File: src/sv/sit_pkg.sv
// ----------------------------------------------------------------------------
// Segment intersection test package
// Shared types and constants for the segment intersection pipeline.
// ----------------------------------------------------------------------------
package sit_pkg;

	localparam int TOL_BITS = 8;

	typedef enum logic [1:0] {
		ORI_ZERO,
		ORI_POS,
		ORI_NEG
	} orient_t;

endpackage

File: src/sv/sit_orient.sv
// ----------------------------------------------------------------------------
// Orientation sign pipeline
// Three-stage sign of the exact cross product of a point about a segment:
// differences, products, then subtraction and sign.
// ----------------------------------------------------------------------------
module sit_orient #(
	parameter int COORD_BITS = 16
) (
	input  logic                         clk,
	input  logic signed [COORD_BITS-1:0] px,
	input  logic signed [COORD_BITS-1:0] py,
	input  logic signed [COORD_BITS-1:0] sx,
	input  logic signed [COORD_BITS-1:0] sy,
	input  logic signed [COORD_BITS-1:0] ex,
	input  logic signed [COORD_BITS-1:0] ey,
	output sit_pkg::orient_t             ori
);
	import sit_pkg::*;

	localparam int DIFF_W = COORD_BITS + 1;
	localparam int PROD_W = 2 * DIFF_W;
	localparam int SUB_W  = PROD_W + 1;

	logic signed [DIFF_W-1:0] ux_s1, uy_s1, vx_s1, vy_s1;
	logic signed [PROD_W-1:0] p_s2, q_s2;
	logic signed [SUB_W-1:0]  cross_prod;
	orient_t                  ori_s3;

	assign cross_prod = SUB_W'(p_s2) - SUB_W'(q_s2);

	always_ff @(posedge clk) begin
		ux_s1 <= DIFF_W'(ex) - DIFF_W'(sx);
		uy_s1 <= DIFF_W'(ey) - DIFF_W'(sy);
		vx_s1 <= DIFF_W'(px) - DIFF_W'(sx);
		vy_s1 <= DIFF_W'(py) - DIFF_W'(sy);
		p_s2  <= ux_s1 * vy_s1;
		q_s2  <= uy_s1 * vx_s1;
		if (cross_prod == '0) begin
			ori_s3 <= ORI_ZERO;
		end else if (cross_prod[SUB_W-1]) begin
			ori_s3 <= ORI_NEG;
		end else begin
			ori_s3 <= ORI_POS;
		end
	end

	assign ori = ori_s3;

endmodule

File: config.mk
export PLATFORM = sky130hd
export DESIGN_NAME = sit_orient
export DESIGN_NICKNAME = d
export VERILOG_FILES = /design/src/sv/sit_pkg.sv /design/src/sv/sit_orient.sv
export SDC_FILE = /design/constraint.sdc
export NUM_CORES = 2
export LEC_CHECK = 0
export ABC_AREA = 1
export BUFFER_PORTS_ARGS = -buffer_cell sky130_fd_sc_hd__buf_4
export CAP_MARGIN = 20
export CORE_ASPECT_RATIO = 0.9
export CORE_MARGIN = 10
export CORE_UTILIZATION = 57
export CTS_BUF_LIST = sky130_fd_sc_hd__clkbuf_8
export DETAILED_ROUTE_END_ITERATION = 7
export PLACE_DENSITY = 0.74
export SLEW_MARGIN = 40
export SYNTH_ARGS = -nofsm -noshare
export SYNTH_HDL_FRONTEND = slang
export SYNTH_SLANG_ARGS = --single-unit
File: constraint.sdc
create_clock -name clk -period 7.62 [get_ports clk]
set_clock_uncertainty 0.15 [all_clocks]
set_input_delay 0.381 -clock clk [delete_from_list [all_inputs] [get_ports clk]]
set_output_delay 0.381 -clock clk [all_outputs]
set_load 0.005 [all_outputs]
Word-level counts from Yosys, hierarchy flattened
Index checks and enable logic that the tools add are counted.
{"block": "classes", "add_sub_neg": 5, "mul": 2, "muxes": 1, "reduce_logical": 1}
{"op": "multiplier 17 x 17 -> 34 bit", "count": 2}
{"op": "subtractor 16 x 16 -> 17 bit", "count": 4}
{"op": "logical NOT 35 bit", "count": 1}
{"op": "subtractor 34 x 34 -> 35 bit", "count": 1}
{"op": "two-way mux 2 bit", "count": 1}
{"block": "totals", "reg_bits": 138, "input_bits": 97, "output_inout_bits": 2}

Logic depth before layout (Yosys ltp)
{"block": "depth", "depth_word": 2, "depth_mapped": 28}

Least setup slack after synthesis
No wires, ideal clock.
{"block": "synth_path", "kind": "reg-to-reg", "startpoint": "register ux_s1[16]", "endpoint": "register p_s2[30]", "arrival_ns": 5.542, "path_slack_ns": 1.856, "stages_incl_launch_ff": 21, "n_path_buf": 2, "synth_period_minus_slack_ns": 5.764, "path_cell_list": "dfxtp_1 -> clkbuf_1 -> clkbuf_1 -> nand2_1 -> inv_1 -> fa_1 -> fa_1 -> fa_1 -> fa_1 -> fa_1 -> inv_1 -> fa_1 -> inv_1 -> ha_1 -> a21oi_1 -> o21ai_0 -> a21oi_1 -> nand3_1 -> a21o_1 -> a21oi_1 -> xor2_1"}
{"block": "synth_between", "elab_chain_cells": 1}
{"element": "start: declaration", "line": "sit_orient.sv:24", "source": "logic signed [DIFF_W-1:0] ux_s1, uy_s1, vx_s1, vy_s1;"}
{"element": "start signal: assignment", "line": "sit_orient.sv:32", "source": "ux_s1 <= DIFF_W'(ex) - DIFF_W'(sx);"}
{"element": "multiplier 17 x 17 -> 34 bit", "line": "sit_orient.sv:36", "source": "p_s2 <= ux_s1 * vy_s1;"}
{"element": "end signal: assignment", "line": "sit_orient.sv:36"}
{"element": "end: declaration", "line": "sit_orient.sv:25", "source": "logic signed [PROD_W-1:0] p_s2, q_s2;"}
Every way passes these cells.
A chain may end at the register's enable or synchronous reset.

Worst setup path after layout
{"block": "layout_path", "startpoint": "register vy_s1[2]", "endpoint": "register p_s2[30]"}
{"block": "layout_between", "elab_chain_cells": 1}
{"element": "start: declaration", "line": "sit_orient.sv:24"}
{"element": "start signal: assignment", "line": "sit_orient.sv:35", "source": "vy_s1 <= DIFF_W'(py) - DIFF_W'(sy);"}
{"element": "multiplier 17 x 17 -> 34 bit", "line": "sit_orient.sv:36"}
Every way passes these cells.

==> impl_metrics.ini <==
[yosys]
syn_inst = 4041
synth_edf_count = 0
synth.net_count = 5003
synthFlopType = dfxtp_1
ys_ff_latch = 138
yosys.area_share.simple_pct = 17.0
syn_avg_cell_area_um2 = 7.70
yosys_warnings = 0
yosysSeqAreaShare_pct = 8.87
synth-xor-area-share_pct = 3.88
synthesis.area_mm2 = 0.0311
synthDistinctLibCells = 46
synthArstFlopShare_pct = 0
synthAdderAreaFrac_pct = 49.2
synth_top_family_by_area = adder cells
synth-compound-area-share_pct = 5.01
synth_mux_area_share_pct = 0

[global_routing]
grt_pass1_vias = 25400
antenna_found_initial = 0
grt_overflow = 0
grt_max_degree = 19
grt_pass1_wl_um = 128000
grtUsageTotal_pct = 24.9

[clock_tree]
cts.sinks = 138
clock_latency_ns = 0.53
clockBufferDepth = 2
cts_resized = 0
clk_pin_slew_ns = 0.09
htreeDepth = 4
cts_buffers = 17
cts_tree = yes
root_buffer = clkbuf_8

[critical_path]
worst_setup_path_end_kind = flop
cp.arrival_ns = 6.67
worstPathMaxFanout = 17
critPathKind = reg -> reg
start_kind = flop
cp.required_ns = 7.93

[sta]
relSlewSlack_pct = 38.6
max_freq_mhz = 157
finalSetupViolations = 0
hold_viol = 0
fin_setup_tns_ns = 0
finalCriticalPeriod_ns = 6.36
period_share_pct = 83.4
slew_viol_final = 0
tightest_slew_ns = 0.920
rsz0062_at_grt = false

[drt]
wl_met3_um = 7220
vias_per_cell = 5.06
drtIter0Drc = 1708
first_pass_iters = 6
wl_per_cell_um = 16.3
drc = 0
wirelength_um = 77200
vias = 24000
ant_nets = 0
met2RoutedLength_um = 34900
wl_met1_um = 33000
highest_layer = met4

[layout]
num_antenna_cells = 0
layout-drive-gt1-share_pct = 5.86
nFillCells = 4824
syn_to_final_growth_pct = 5.15
postLayoutCellArea_mm2 = 0.0327
final_nets = 4993

[placement]
gp_congestion = 1.01
io_buffers = 98
placed_cell_area_mm2 = 0.0323
post-dp-hpwl_um = 66600

[outcome]
status = complete, no violations

[run]
maxCapViolCount = 0

[floorplan]
core.rowCount = 81
die_x_um = 266
coreArea_mm2 = 0.0542
start_util_pct = 57.4
die_area_mm2 = 0.0644
die_h_um = 242
io_pins = 99

[min_path]
hold_class = in -> reg
==> final timing paths <==
check	startpoint	endpoint	slack, ns	cells after the start
max	vy_s1[2]	p_s2[30]	1.26	18
max reg2reg	vy_s1[2]	p_s2[30]	1.26	18
min reg2reg	uy_s1[0]	q_s2[0]	0.55	3
min	sy[0]	uy_s1[0]	0.03	3
==> cell usage in the layout, fill, tap and decap left out, types with 4 or more instances in the layout <==
master and instances:
a21boi_1 6, a21o_1 16, a21oi_1 136, a21oi_2 5
a31oi_1 4, and2_1 5, buf_4 104, bufinv_16 4
clkbuf_8 18, dfxtp_1 129, dfxtp_2 9, fa_1 597
ha_1 268, inv_1 1191, inv_2 9, nand2_1 1010
nand2_2 25, nand3_1 54, nand3_2 6, nand3b_1 4
nand4_1 24, nor2_1 109, nor2_2 21, nor3_1 22
o21ai_0 40, o21ai_1 14, o21ai_2 14, o21bai_1 9
o31ai_1 6, or2_2 8, xnor2_1 53, xor2_1 85
==> per-stage QoR <==
stage / std cells / utilization (%) / worst slack [ns] / hold WS [ns]
4_1_cts: 4747 / 60.4 / 1.33 / 0.00135
5_1_grt: 4747 / 60.4 / 0.935 / 0.0115
3_5_place_dp: 4716 / 59.6 / 1.35 / 0.525
3_3_place_gp: 4716 / 59.6 / 1.48 / 0.509
2_1_floorplan: 4041 / - / 1.86 / 0.401
6_report: 4747 / 60.4 / 1.26 / 0.0348
==> cell type report <==
cell class	count	area [um^2]	area share (%)
multi-input cells	2567	23400	71.3
inverters	1202	4510	13.8
flip-flops and latches	138	2770	8.47
well taps	705	882	2.69
repair buffers	105	791	2.42
clock buffers	18	248	0.757
clock inverters	12	174	0.531
==> timing repair <==
item                                   in CTS  in global routing
endpoints found under the hold margin       2                  0
setup buffers                               0                  0
hold buffers                                1                  0
==> state kept, by name, summed over array words and instances (netlist names) <==
name   flops
ori        2
p_s2      34
q_s2      34
ux_s1     17
uy_s1     17
vx_s1     17
vy_s1     17
==> cells by family after synthesis <==
logic type | after synthesis
AO/OA/AOI/OAI | 266
XOR/XNOR | 138
flip-flops | 138
buffers and inverters | 1336
adder cells (fa/ha/maj) | 865
AND/OR/NAND/NOR | 1298
==> layer usage <==
layer / up-vias / track usage, %
met5: - / 0
met4: 0 / 7.32
met3: 95 / 6.52
met2: 946 / 39.9
met1: 11400 / 32.8
li1: 11600 / -
==> synthesized netlist by cell type (8+ instances only) <==
cell | instances | area share (%)
inv_1 | 1190 | 14
nand2_1 | 1010 | 12
fa_1 | 597 | 38
ha_1 | 268 | 11
dfxtp_1 | 138 | 8.9
a21oi_1 | 136 | 2.2
clkbuf_1 | 132 | 1.6
nor2_1 | 109 | 1.3
xor2_1 | 85 | 2.4
nand3_1 | 54 | 0.87
xnor2_1 | 53 | 1.5
o21ai_0 | 40 | 0.64
nand2_2 | 25 | 0.50
nand4_1 | 24 | 0.48
nor3_1 | 22 | 0.35
nor2_2 | 21 | 0.42
a21o_1 | 16 | 0.39
o21ai_1 | 14 | 0.23
o21ai_2 | 14 | 0.39
inv_2 | 9 | 0.11
o21bai_1 | 9 | 0.22
or2_2 | 8 | 0.16
==> critical path, cell delays in order, from the launching register on <==
cell and delay [ns]:
dfxtp_1 0.78, nand2_1 0.20, inv_1 0.16, fa_1 0.54, fa_1 0.91, fa_1 0.53
fa_1 0.50, fa_1 0.50, inv_1 0.05, fa_1 0.47, inv_1 0.04, ha_1 0.32
a21oi_1 0.21, o21ai_0 0.11, a21oi_1 0.13, nand3_1 0.15, a21o_1 0.21, a21oi_1 0.16
xor2_1 0.16
Power is left out: the tool's default activity adds up to more than one toggle a clock period on the data nets, which glitch-free logic cannot reach.
